==> src/hw/rtl/qtcs_pkg.sv <==
// Shared types, constants and register codes for the quad tile coverage scan.
// No dependencies.
package qtcs_pkg;

    localparam int NUM_VERTS     = 4;
    localparam int VIDX_W        = 2;
    localparam int SCAN_BUDGET   = 4096;
    localparam int BUDGET_W      = 13;
    localparam int SIZE_W        = 24;
    localparam int VERT_REG_W    = 64;
    localparam int HALF_W        = 32;
    localparam int CFG_IDX_W     = 3;
    localparam int DIG_W         = 16;
    localparam int S_TDATA_W     = 8;
    localparam int DEF_COORD_W   = 32;
    localparam int DEF_FRAC_BITS = 8;

    localparam logic [SIZE_W-1:0] TILE_RESET = 24'd256;

    localparam logic [CFG_IDX_W-1:0] REG_VERTEX_A  = 3'd0;
    localparam logic [CFG_IDX_W-1:0] REG_VERTEX_B  = 3'd1;
    localparam logic [CFG_IDX_W-1:0] REG_VERTEX_C  = 3'd2;
    localparam logic [CFG_IDX_W-1:0] REG_VERTEX_D  = 3'd3;
    localparam logic [CFG_IDX_W-1:0] REG_TILE_SIZE = 3'd4;

    typedef logic [NUM_VERTS-1:0][VERT_REG_W-1:0] vert_bank_t;

    typedef enum logic [2:0] {
        ST_IDLE,
        ST_BOX,
        ST_STEP,
        ST_EDGE,
        ST_MUL_A,
        ST_MUL_B,
        ST_OUT
    } scan_state_t;

endpackage

==> src/hw/rtl/quad_tile_coverage_scan_core.sv <==
// Quad tile coverage scan: top level with sequencer, grid walker and output register.
// Depends on qtcs_pkg, qtcs_cfg_regs and qtcs_mul_unit.
// Sequence: a restart first folds the four vertices into the bounding box; each grid position
// takes a bounds step, then per edge a direct test, or a multiplier pass when the crossing
// needs the two products (NDIG = ceil(COORD_WIDTH/16) digits, 2 at 32 bits), then delivery via ST_OUT.
// One item at a time, up to 4096 grid positions per item; the shared multiplier sets the pace.
// Reset (aresetn low, synchronous): no scan active, vertices 0, tile size 256; no clearing pass.
module quad_tile_coverage_scan_core
    import qtcs_pkg::*;
#(
    parameter int COORD_WIDTH = DEF_COORD_W,
    parameter int FRAC_BITS   = DEF_FRAC_BITS
) (
    input  logic                  aclk,
    input  logic                  aresetn,
    // config write channel
    input  logic                  cfg_valid,
    output logic                  cfg_ready,
    input  logic [CFG_IDX_W-1:0]  cfg_index,
    input  logic [VERT_REG_W-1:0] cfg_data,
    // request items
    input  logic                  s_tvalid,
    output logic                  s_tready,
    input  logic [S_TDATA_W-1:0]  s_tdata,   // [0] restart
    // result items
    output logic                  m_tvalid,
    input  logic                  m_tready,
    output logic [((2*(COORD_WIDTH+1)+7)/8)*8-1:0] m_tdata, // center_x, center_y
    output logic [0:0]            m_tuser,   // [0] found
    output logic                  m_tlast    // done_res
);

    localparam int CW      = COORD_WIDTH;
    localparam int IW      = ((CW > SIZE_W) ? CW : SIZE_W) + 3;
    localparam int OUT_W   = CW + 1;
    localparam int TDATA_W = ((2 * OUT_W + 7) / 8) * 8;
    localparam int PW      = 2 * CW;
    localparam int CMP_W   = (PW > 64) ? 64 : PW;
    localparam logic [CW-1:0] FLOOR_MASK = ~CW'((64'd1 << FRAC_BITS) - 64'd1);

    vert_bank_t        vert_bank;
    logic [SIZE_W-1:0] tile_size;

    logic                  mul_start;
    logic [CW-1:0]         mul_a, mul_b;
    logic                  mul_done;
    logic [PW-1:0]         mul_prod;

    qtcs_cfg_regs u_cfg (
        .aclk      (aclk),
        .aresetn   (aresetn),
        .cfg_valid (cfg_valid),
        .cfg_ready (cfg_ready),
        .cfg_index (cfg_index),
        .cfg_data  (cfg_data),
        .vert_bank (vert_bank),
        .tile_size (tile_size)
    );

    qtcs_mul_unit #(
        .COORD_WIDTH (COORD_WIDTH)
    ) u_mul (
        .aclk    (aclk),
        .aresetn (aresetn),
        .start   (mul_start),
        .op_a    (mul_a),
        .op_b    (mul_b),
        .done    (mul_done),
        .prod    (mul_prod)
    );

    // registers
    scan_state_t          state_reg, state_next;
    logic                 scan_active_reg, scan_active_next;
    logic signed [IW-1:0] scan_x_reg, scan_x_next;
    logic signed [IW-1:0] scan_y_reg, scan_y_next;
    logic signed [CW-1:0] box_min_y_reg, box_min_y_next;
    logic signed [CW-1:0] box_max_x_reg, box_max_x_next;
    logic signed [CW-1:0] box_max_y_reg, box_max_y_next;
    logic signed [CW-1:0] run_min_x_reg, run_min_x_next;
    logic signed [CW-1:0] run_min_y_reg, run_min_y_next;
    logic signed [CW-1:0] run_max_x_reg, run_max_x_next;
    logic signed [CW-1:0] run_max_y_reg, run_max_y_next;
    logic [VIDX_W-1:0]    vidx_reg, vidx_next;
    logic [VIDX_W-1:0]    edge_reg, edge_next;
    logic [BUDGET_W-1:0]  budget_reg, budget_next;
    logic signed [IW-1:0] cx_reg, cx_next;
    logic signed [IW-1:0] cy_reg, cy_next;
    logic                 inside_reg, inside_next;
    logic [CW-1:0]        t_reg, t_next;
    logic [CW-1:0]        dx_reg, dx_next;
    logic                 pos_reg, pos_next;
    logic [CMP_W-1:0]     prod_a_reg, prod_a_next;
    logic                 res_found_reg, res_found_next;
    logic                 res_done_reg, res_done_next;
    logic                 m_tvalid_reg, m_tvalid_next;
    logic [OUT_W-1:0]     m_cx_reg, m_cx_next;
    logic [OUT_W-1:0]     m_cy_reg, m_cy_next;
    logic                 m_found_reg, m_found_next;
    logic                 m_done_reg, m_done_next;

    // vertex coordinates
    logic [VERT_REG_W-1:0] x_word [NUM_VERTS];
    logic signed [CW-1:0]  vx [NUM_VERTS];
    logic signed [CW-1:0]  vy [NUM_VERTS];
    logic signed [CW-1:0]  ea_x [NUM_VERTS];
    logic signed [CW-1:0]  ea_y [NUM_VERTS];
    logic signed [CW-1:0]  eb_x [NUM_VERTS];
    logic signed [CW-1:0]  eb_y [NUM_VERTS];

    always_comb begin
        for (int k = 0; k < NUM_VERTS; k++) begin
            x_word[k] = vert_bank[k] >> HALF_W;
            vx[k]     = x_word[k][CW-1:0];
            vy[k]     = vert_bank[k][CW-1:0];
        end
        for (int e = 0; e < NUM_VERTS; e++) begin
            ea_x[e] = vx[e];
            ea_y[e] = vy[e];
            eb_x[e] = vx[(e + 1) % NUM_VERTS];
            eb_y[e] = vy[(e + 1) % NUM_VERTS];
        end
    end

    // handshakes
    logic accept, restart, out_free;
    assign accept   = s_tvalid && s_tready;
    assign restart  = s_tdata[0];
    assign out_free = !m_tvalid_reg || m_tready;

    // bounding box step
    logic signed [CW-1:0] box_vx, box_vy;
    logic signed [CW-1:0] mnx_n, mny_n, mxx_n, mxy_n;
    logic signed [CW-1:0] mnx_fl, mny_fl;
    logic                 box_last;

    assign box_vx   = vx[vidx_reg];
    assign box_vy   = vy[vidx_reg];
    assign mnx_n    = (box_vx < run_min_x_reg) ? box_vx : run_min_x_reg;
    assign mny_n    = (box_vy < run_min_y_reg) ? box_vy : run_min_y_reg;
    assign mxx_n    = (box_vx > run_max_x_reg) ? box_vx : run_max_x_reg;
    assign mxy_n    = (box_vy > run_max_y_reg) ? box_vy : run_max_y_reg;
    assign mnx_fl   = mnx_n & FLOOR_MASK;
    assign mny_fl   = mny_n & FLOOR_MASK;
    assign box_last = (vidx_reg == VIDX_W'(NUM_VERTS - 1));

    // grid step
    logic [SIZE_W-1:0]    step_size;
    logic signed [IW-1:0] size_e, half_e, lim_x, lim_y;
    logic                 budget_out, x_over, y_over;

    assign step_size  = (tile_size == '0) ? SIZE_W'(1) : tile_size;
    assign size_e     = $signed(IW'(step_size));
    assign half_e     = $signed(IW'(step_size >> 1));
    assign lim_x      = IW'(box_max_x_reg) + size_e;
    assign lim_y      = IW'(box_max_y_reg) + size_e;
    assign budget_out = (budget_reg == BUDGET_W'(SCAN_BUDGET));
    assign x_over     = scan_x_reg > lim_x;
    assign y_over     = scan_y_reg > lim_y;

    // edge crossing test
    logic signed [IW-1:0] xa0, ya0, xb0, yb0, xa, ya, xb, yb;
    logic signed [IW-1:0] d_y, d_t, d_xp, d_xn, d_up, d_un;
    logic                 swap, in_band, left_both, right_both, pos_dir;
    logic [CW-1:0]        dy_u, t_u, dx_u, u_u;

    assign xa0        = IW'(ea_x[edge_reg]);
    assign ya0        = IW'(ea_y[edge_reg]);
    assign xb0        = IW'(eb_x[edge_reg]);
    assign yb0        = IW'(eb_y[edge_reg]);
    assign swap       = ya0 > yb0;
    assign xa         = swap ? xb0 : xa0;
    assign ya         = swap ? yb0 : ya0;
    assign xb         = swap ? xa0 : xb0;
    assign yb         = swap ? ya0 : yb0;
    assign in_band    = (ya <= cy_reg) && (cy_reg < yb);
    assign left_both  = (cx_reg < xa) && (cx_reg < xb);
    assign right_both = (cx_reg > xa) && (cx_reg > xb);
    assign pos_dir    = xb >= xa;
    assign d_y        = yb - ya;
    assign d_t        = cy_reg - ya;
    assign d_xp       = xb - xa;
    assign d_xn       = xa - xb;
    assign d_up       = cx_reg - xa;
    assign d_un       = xa - cx_reg;
    assign dy_u       = d_y[CW-1:0];
    assign t_u        = d_t[CW-1:0];
    assign dx_u       = pos_dir ? d_xp[CW-1:0] : d_xn[CW-1:0];
    assign u_u        = pos_dir ? d_up[CW-1:0] : d_un[CW-1:0];

    logic [CMP_W-1:0] prod_b;
    logic             edge_fin, edge_cross, edge_last, inside_n;

    assign prod_b    = mul_prod[CMP_W-1:0];
    assign edge_last = (edge_reg == VIDX_W'(NUM_VERTS - 1));
    assign inside_n  = inside_reg ^ edge_cross;

    always_comb begin
        edge_fin   = 1'b0;
        edge_cross = 1'b0;
        if (state_reg == ST_EDGE) begin
            edge_fin   = !in_band || left_both || right_both;
            edge_cross = in_band && left_both;
        end else if (state_reg == ST_MUL_B && mul_done) begin
            edge_fin   = 1'b1;
            edge_cross = pos_reg ? (prod_a_reg < prod_b) : (prod_a_reg > prod_b);
        end
    end

    // next state
    always_comb begin
        state_next = state_reg;
        unique case (state_reg)
            ST_IDLE: begin
                if (s_tvalid) begin
                    if (restart)
                        state_next = ST_BOX;
                    else if (!scan_active_reg)
                        state_next = ST_OUT;
                    else
                        state_next = ST_STEP;
                end
            end
            ST_BOX: begin
                if (box_last)
                    state_next = ST_STEP;
            end
            ST_STEP: begin
                if (budget_out || x_over)
                    state_next = ST_OUT;
                else if (!y_over)
                    state_next = ST_EDGE;
            end
            ST_EDGE, ST_MUL_B: begin
                if (edge_fin) begin
                    if (!edge_last)
                        state_next = ST_EDGE;
                    else if (inside_n)
                        state_next = ST_OUT;
                    else
                        state_next = ST_STEP;
                end else if (state_reg == ST_EDGE) begin
                    state_next = ST_MUL_A;
                end
            end
            ST_MUL_A: begin
                if (mul_done)
                    state_next = ST_MUL_B;
            end
            ST_OUT: begin
                if (out_free)
                    state_next = ST_IDLE;
            end
            default: begin
                state_next = ST_IDLE;
            end
        endcase
    end

    // state outputs
    always_comb begin
        s_tready  = 1'b0;
        mul_start = 1'b0;
        mul_a     = t_reg;
        mul_b     = dx_reg;
        unique case (state_reg)
            ST_IDLE: begin
                s_tready = 1'b1;
            end
            ST_EDGE: begin
                mul_start = !edge_fin;
                mul_a     = u_u;
                mul_b     = dy_u;
            end
            ST_MUL_A: begin
                mul_start = mul_done;
            end
            ST_BOX, ST_STEP, ST_MUL_B, ST_OUT: begin
            end
            default: begin
            end
        endcase
    end

    // datapath
    always_comb begin
        scan_active_next = scan_active_reg;
        scan_x_next      = scan_x_reg;
        scan_y_next      = scan_y_reg;
        box_min_y_next   = box_min_y_reg;
        box_max_x_next   = box_max_x_reg;
        box_max_y_next   = box_max_y_reg;
        run_min_x_next   = run_min_x_reg;
        run_min_y_next   = run_min_y_reg;
        run_max_x_next   = run_max_x_reg;
        run_max_y_next   = run_max_y_reg;
        vidx_next        = vidx_reg;
        edge_next        = edge_reg;
        budget_next      = budget_reg;
        cx_next          = cx_reg;
        cy_next          = cy_reg;
        inside_next      = inside_reg;
        t_next           = t_reg;
        dx_next          = dx_reg;
        pos_next         = pos_reg;
        prod_a_next      = prod_a_reg;
        res_found_next   = res_found_reg;
        res_done_next    = res_done_reg;
        m_tvalid_next    = m_tvalid_reg && !m_tready;
        m_cx_next        = m_cx_reg;
        m_cy_next        = m_cy_reg;
        m_found_next     = m_found_reg;
        m_done_next      = m_done_reg;

        case (state_reg)
            ST_IDLE: begin
                if (accept) begin
                    budget_next = '0;
                    if (restart) begin
                        run_min_x_next = vx[0];
                        run_min_y_next = vy[0];
                        run_max_x_next = vx[0];
                        run_max_y_next = vy[0];
                        vidx_next      = VIDX_W'(1);
                    end else if (!scan_active_reg) begin
                        res_found_next = 1'b0;
                        res_done_next  = 1'b1;
                    end
                end
            end
            ST_BOX: begin
                run_min_x_next = mnx_n;
                run_min_y_next = mny_n;
                run_max_x_next = mxx_n;
                run_max_y_next = mxy_n;
                vidx_next      = vidx_reg + VIDX_W'(1);
                if (box_last) begin
                    box_min_y_next   = mny_fl;
                    box_max_x_next   = mxx_n;
                    box_max_y_next   = mxy_n;
                    scan_x_next      = IW'(mnx_fl);
                    scan_y_next      = IW'(mny_fl);
                    scan_active_next = 1'b1;
                end
            end
            ST_STEP: begin
                if (budget_out) begin
                    res_found_next = 1'b0;
                    res_done_next  = 1'b0;
                end else begin
                    budget_next = budget_reg + BUDGET_W'(1);
                    if (x_over) begin
                        scan_active_next = 1'b0;
                        res_found_next   = 1'b0;
                        res_done_next    = 1'b1;
                    end else if (y_over) begin
                        scan_x_next = scan_x_reg + size_e;
                        scan_y_next = IW'(box_min_y_reg);
                    end else begin
                        cx_next     = scan_x_reg + half_e;
                        cy_next     = scan_y_reg + half_e;
                        scan_y_next = scan_y_reg + size_e;
                        inside_next = 1'b0;
                        edge_next   = '0;
                    end
                end
            end
            ST_EDGE, ST_MUL_B: begin
                if (edge_fin) begin
                    inside_next = inside_n;
                    edge_next   = edge_reg + VIDX_W'(1);
                    if (edge_last && inside_n) begin
                        res_found_next = 1'b1;
                        res_done_next  = 1'b0;
                    end
                end else if (state_reg == ST_EDGE) begin
                    t_next   = t_u;
                    dx_next  = dx_u;
                    pos_next = pos_dir;
                end
            end
            ST_MUL_A: begin
                if (mul_done)
                    prod_a_next = mul_prod[CMP_W-1:0];
            end
            ST_OUT: begin
                if (out_free) begin
                    m_tvalid_next = 1'b1;
                    m_cx_next     = res_found_reg ? cx_reg[OUT_W-1:0] : '0;
                    m_cy_next     = res_found_reg ? cy_reg[OUT_W-1:0] : '0;
                    m_found_next  = res_found_reg;
                    m_done_next   = res_done_reg;
                end
            end
            default: begin
            end
        endcase
    end

    always_ff @(posedge aclk) begin
        if (!aresetn) begin
            state_reg       <= ST_IDLE;
            scan_active_reg <= 1'b0;
            scan_x_reg      <= '0;
            scan_y_reg      <= '0;
            box_min_y_reg   <= '0;
            box_max_x_reg   <= '0;
            box_max_y_reg   <= '0;
            m_tvalid_reg    <= 1'b0;
        end else begin
            state_reg       <= state_next;
            scan_active_reg <= scan_active_next;
            scan_x_reg      <= scan_x_next;
            scan_y_reg      <= scan_y_next;
            box_min_y_reg   <= box_min_y_next;
            box_max_x_reg   <= box_max_x_next;
            box_max_y_reg   <= box_max_y_next;
            m_tvalid_reg    <= m_tvalid_next;
        end
    end

    always_ff @(posedge aclk) begin
        run_min_x_reg <= run_min_x_next;
        run_min_y_reg <= run_min_y_next;
        run_max_x_reg <= run_max_x_next;
        run_max_y_reg <= run_max_y_next;
        vidx_reg      <= vidx_next;
        edge_reg      <= edge_next;
        budget_reg    <= budget_next;
        cx_reg        <= cx_next;
        cy_reg        <= cy_next;
        inside_reg    <= inside_next;
        t_reg         <= t_next;
        dx_reg        <= dx_next;
        pos_reg       <= pos_next;
        prod_a_reg    <= prod_a_next;
        res_found_reg <= res_found_next;
        res_done_reg  <= res_done_next;
        m_cx_reg      <= m_cx_next;
        m_cy_reg      <= m_cy_next;
        m_found_reg   <= m_found_next;
        m_done_reg    <= m_done_next;
    end

    assign m_tvalid = m_tvalid_reg;
    assign m_tdata  = TDATA_W'({m_cy_reg, m_cx_reg});
    assign m_tuser  = m_found_reg;
    assign m_tlast  = m_done_reg;

    a_found_not_done: assert property (@(posedge aclk) disable iff (!aresetn)
        m_tvalid_reg |-> !(m_found_reg && m_done_reg))
        else $error("result marked both covered and exhausted");

    a_budget_bound: assert property (@(posedge aclk) disable iff (!aresetn)
        (state_reg == ST_STEP) |-> (budget_reg <= BUDGET_W'(SCAN_BUDGET)))
        else $error("scan budget counter overran");

    a_mul_start_state: assert property (@(posedge aclk) disable iff (!aresetn)
        mul_start |-> (state_reg == ST_EDGE || state_reg == ST_MUL_A))
        else $error("multiplier started outside crossing test");

    a_found_scan_active: assert property (@(posedge aclk) disable iff (!aresetn)
        (state_reg == ST_OUT && res_found_reg) |-> scan_active_reg)
        else $error("covered cell reported with no active scan");

endmodule

==> src/hw/rtl/qtcs_cfg_regs.sv <==
// Configuration register file: four packed vertices and the tile size.
// Depends on qtcs_pkg.
module qtcs_cfg_regs
    import qtcs_pkg::*;
(
    input  logic                  aclk,
    input  logic                  aresetn,
    input  logic                  cfg_valid,
    output logic                  cfg_ready,
    input  logic [CFG_IDX_W-1:0]  cfg_index,
    input  logic [VERT_REG_W-1:0] cfg_data,
    output vert_bank_t            vert_bank,
    output logic [SIZE_W-1:0]     tile_size
);

    vert_bank_t          vert_reg, vert_next;
    logic [SIZE_W-1:0]   tile_reg, tile_next;

    assign cfg_ready = 1'b1;
    assign vert_bank = vert_reg;
    assign tile_size = tile_reg;

    always_comb begin
        vert_next = vert_reg;
        tile_next = tile_reg;
        if (cfg_valid) begin
            unique case (cfg_index) inside
                REG_VERTEX_A, REG_VERTEX_B, REG_VERTEX_C, REG_VERTEX_D: begin
                    vert_next[cfg_index[VIDX_W-1:0]] = cfg_data;
                end
                REG_TILE_SIZE: begin
                    tile_next = cfg_data[SIZE_W-1:0];
                end
                default: begin
                end
            endcase
        end
    end

    always_ff @(posedge aclk) begin
        if (!aresetn) begin
            vert_reg <= '0;
            tile_reg <= TILE_RESET;
        end else begin
            vert_reg <= vert_next;
            tile_reg <= tile_next;
        end
    end

endmodule

==> src/hw/rtl/qtcs_mul_unit.sv <==
// Shared iterative multiplier: one 16-bit digit of the second operand per cycle.
// Depends on qtcs_pkg.
module qtcs_mul_unit
    import qtcs_pkg::*;
#(
    parameter int COORD_WIDTH = DEF_COORD_W
) (
    input  logic                     aclk,
    input  logic                     aresetn,
    input  logic                     start,
    input  logic [COORD_WIDTH-1:0]   op_a,
    input  logic [COORD_WIDTH-1:0]   op_b,
    output logic                     done,
    output logic [2*COORD_WIDTH-1:0] prod
);

    localparam int CW   = COORD_WIDTH;
    localparam int NDIG = (CW + DIG_W - 1) / DIG_W;
    localparam int BPAD = NDIG * DIG_W;
    localparam int PW   = 2 * CW;
    localparam int PPW  = CW + DIG_W;
    localparam int KW   = (NDIG > 1) ? $clog2(NDIG) : 1;

    logic            busy_reg, busy_next;
    logic            done_reg, done_next;
    logic [KW-1:0]   k_reg, k_next;
    logic [CW-1:0]   a_reg, a_next;
    logic [BPAD-1:0] b_reg, b_next;
    logic [PW-1:0]   acc_reg, acc_next;

    logic [BPAD-1:0]  b_shift;
    logic [DIG_W-1:0] dig;
    logic [PPW-1:0]   pp;
    logic             last_dig;

    assign b_shift  = b_reg >> (DIG_W * int'(k_reg));
    assign dig      = b_shift[DIG_W-1:0];
    assign pp       = PPW'(a_reg) * PPW'(dig);
    assign last_dig = (k_reg == KW'(NDIG - 1));
    assign done     = done_reg;
    assign prod     = acc_reg;

    always_comb begin
        busy_next = busy_reg;
        done_next = 1'b0;
        k_next    = k_reg;
        a_next    = a_reg;
        b_next    = b_reg;
        acc_next  = acc_reg;
        if (start) begin
            busy_next = 1'b1;
            k_next    = '0;
            a_next    = op_a;
            b_next    = BPAD'(op_b);
            acc_next  = '0;
        end else if (busy_reg) begin
            acc_next = acc_reg + (PW'(pp) << (DIG_W * int'(k_reg)));
            k_next   = k_reg + KW'(1);
            if (last_dig) begin
                busy_next = 1'b0;
                done_next = 1'b1;
            end
        end
    end

    always_ff @(posedge aclk) begin
        if (!aresetn) begin
            busy_reg <= 1'b0;
            done_reg <= 1'b0;
        end else begin
            busy_reg <= busy_next;
            done_reg <= done_next;
        end
    end

    always_ff @(posedge aclk) begin
        k_reg   <= k_next;
        a_reg   <= a_next;
        b_reg   <= b_next;
        acc_reg <= acc_next;
    end

    a_no_restart_busy: assert property (@(posedge aclk) disable iff (!aresetn)
        start |-> !busy_reg)
        else $error("multiplier started while busy");

    a_done_idle: assert property (@(posedge aclk) disable iff (!aresetn)
        done_reg |-> !busy_reg)
        else $error("multiplier done while still busy");

    a_busy_ends: assert property (@(posedge aclk) disable iff (!aresetn)
        (busy_reg && last_dig && !start) |=> (done_reg && !busy_reg))
        else $error("multiplier did not finish after last digit");

endmodule
==> config.mk <==
export PLATFORM = sky130hd
export DESIGN_NAME = quad_tile_coverage_scan_core
export DESIGN_NICKNAME = d
export VERILOG_FILES = /design/src/hw/rtl/qtcs_pkg.sv /design/src/hw/rtl/quad_tile_coverage_scan_core.sv /design/src/hw/rtl/qtcs_cfg_regs.sv /design/src/hw/rtl/qtcs_mul_unit.sv
export SDC_FILE = /design/constraint.sdc
export NUM_CORES = 2
export LEC_CHECK = 0
export BUFFER_PORTS_ARGS = -buffer_cell sky130_fd_sc_hd__buf_2
export CORE_UTILIZATION = 35
export CTS_CLUSTER_DIAMETER = 80
export DETAILED_ROUTE_END_ITERATION = 6
export SLEW_MARGIN = 20
export SYNTH_ARGS = -nofsm -noshare
export SYNTH_HDL_FRONTEND = slang
export SYNTH_SLANG_ARGS = --single-unit
==> constraint.sdc <==
create_clock -name aclk -period 23.3 [get_ports aclk]
set_clock_uncertainty 0.1 [all_clocks]
set_input_delay 1.165 -clock aclk [delete_from_list [all_inputs] [get_ports aclk]]
set_output_delay 1.165 -clock aclk [all_outputs]
set_load 0.05 [all_outputs]
==> metrics.txt <==
Critical Path Fanout Max 60; Detailed Routing Iterations Pass 1 6; routed vias roughly 75k; post-CTS setup buffer count 0; Nets 11.6k; number of flip-flops in the largest register ~260; Ports 157; Synth Instances 10.4k; min cycle time layout 13090 ps; Core ar. ~0.25 mm^2; dominant synthesized flop cell dfxtp_1; Post-synth EDFFs 479; Clock Path Buffers 3; FF+latch area 0.0246 mm^2; Crit Path Category flip-flop to flip-flop; Die W 505 um; clk slew on worst S/H paths approximately 60 ps; Slew HR 0.209; placed instance area 0.0925 mm^2; Resized Gates After CTS 0; Post-CTS Hold Buffers 0; initial antenna violation count 16; Synth Area per Inst approximately 8.6 um^2; f_max 0.0764 GHz; CTS root buffer clkbuf_16; Num Clock Sinks between 900 and 1k; first-pass GRT wire length 451000 um; RSZ-0062 raised after global routing no; Critical R2R Launch edge_reg[1]; Seq/Total Area, Yosys 0.277; reg-to-reg slack, setup between 10000 and 15000 ps; Hold Fails Final Rpt 0; CTS H-tree depth 3; crit path max-delay cell type buf_4; Yosys warnings 0; worst setup path endpoint u_mul.a_reg[30]; Placer Congestion 0.943; Yosys reg bits roughly 990; CTS tree built; Initial Utilization 0.352; post-route ant nets 0; Layout fillers approximately 25k; vias in the first global route roughly 74k; wire length on met2 135000 um; CP max stage delay 710 ps; grt total ovfl 0; R2R cell count 33; Routed wire per std cell 22.1 um; total track usage 0.230; max_cap viols 0; top sig layer met5; final critical-path share of the clock period 0.562; post-DP HPWL 230000 um; most common cell after layout, fill and taps aside nand2_1; Setup TNS 0 ps; die area around 0.26 mm^2; site row count 184; routed wl met3 20700 um; Setup crit start kind flip-flop; # setup viols final 0; routed vias/inst 5.52; status complete, no violations; Distinct cells, synth just over 100; asr flop ratio synth 0; Cell Area, Synth 0.0887 mm^2; synth-to-layout area growth 8.85%; HP Class flip-flop to flip-flop; WP data arrival 13470 ps; final instance area 0.0965 mm^2; crit-path most repeated cell buf_4; layout cells sized above 1 0.0710; CP Data Required Time 23680 ps; Chip Height 505 um; # DRC 0; largest net degree at the start of global routing 167; DRT Wirelength ~300000 um; Port Buffers 142; hold_ws 335 ps; Worst Max-Slew Pin Slew approximately 1200 ps; worst setup path start edge_reg[1]; Post-Route M1 WL 127000 um; Multi-input gate area 0.0583 mm^2; Slew Viols, Final 0; DRT iter0 DRCs 6792; Worst R2R End u_mul.a_reg[30]; Clk Latency, worst-skew pair 830 ps; CP Capture Type flip-flop; CTS buffer count 117; commonest cells after routing, fill and taps aside nand2_1, inv_1, a21oi_1, ha_1, nor2_1
cells in the mapped netlist (all sizes together), types with 29 or more instances:
cell type	instances	area (um^2)
or3	29	181
o21a	81	609
nor3	127	641
o221a	67	754
nand3	145	736
dfxtp	510	10200
o31ai	35	263
nor4	31	215
buf	104	508
a31oi	49	334
mux2i	277	2780
nand2b	78	488
a21boi	31	233
nand4	138	876
and3	65	407
xor2	131	1150
a211oi	136	1020
ha	886	11100
edfxtp	479	14400
clkbuf	424	1590
inv	1026	3850
nand2	1450	5450
a21oi	1023	5130
o21bai	78	586
o21ai	436	2190
and2	313	1960
mux2	69	777
o211ai	41	308
mux4	64	1440
nor2	701	2630
a21o	327	2450
fa	430	8610
xnor2	238	2080
nor2b	90	563
area by class of cell:
type,instances,area share
multi-input combinational,7821,0.604
sequential,989,0.255
tap,3348,0.0434
inverter,1027,0.0401
clock buffer,173,0.0358
timing repair buffer,246,0.0155
clock inverter,50,0.00590
antenna,5,0.000130
worst min path at each step:
stage,start,endpoint,cells past startpoint
2_1_floorplan,res_done_reg,m_tlast,0
4_1_cts,u_mul.prod[63],prod_a_reg[63],0
6_report,u_mul.prod[63],prod_a_reg[63],0
5_1_grt,u_mul.prod[63],prod_a_reg[63],0
3_5_place_dp,u_mul.prod[63],prod_a_reg[63],0
3_3_place_gp,u_mul.prod[63],prod_a_reg[63],0
metrics by stage:
step | setup WS, ps | utilization | std cells
2_1_floorplan | 8440 | - | 10365
3_3_place_gp | 10580 | 0.368 | 13431
3_5_place_dp | 10540 | 0.368 | 13431
4_1_cts | 10520 | 0.384 | 13654
5_1_grt | 9810 | 0.384 | 13656
6_report | 10210 | 0.384 | 13659
per-layer routing:
metal  global-route usage  vias up
li1                     -    35402
met1                0.297    36723
met2                0.369     2708
met3               0.0334      605
met4                0.127       18
met5                    0        -
worst max-delay path, delay by kind of cell (launching register included):
kind	cells	cell delay [ps]
fa+ha+maj	2	900
xor+xnor	1	700
buf+inv	7	3130
simple gates	5	1210
compound gates	16	5540
flops	1	320
mux	2	660
logic make-up after synthesis:
group,Yosys count,share of synthesized area
simple gates,3235,0.165
compound gates,2484,0.175
buf+inv,1555,0.0672
fa+ha+maj,1316,0.222
flops,989,0.277
mux,410,0.0563
xor+xnor,369,0.0364
other cells,2,0.0000847
Power is not shown: default switching activity piles up to over one toggle a cycle in this logic, so the estimate is an artifact.
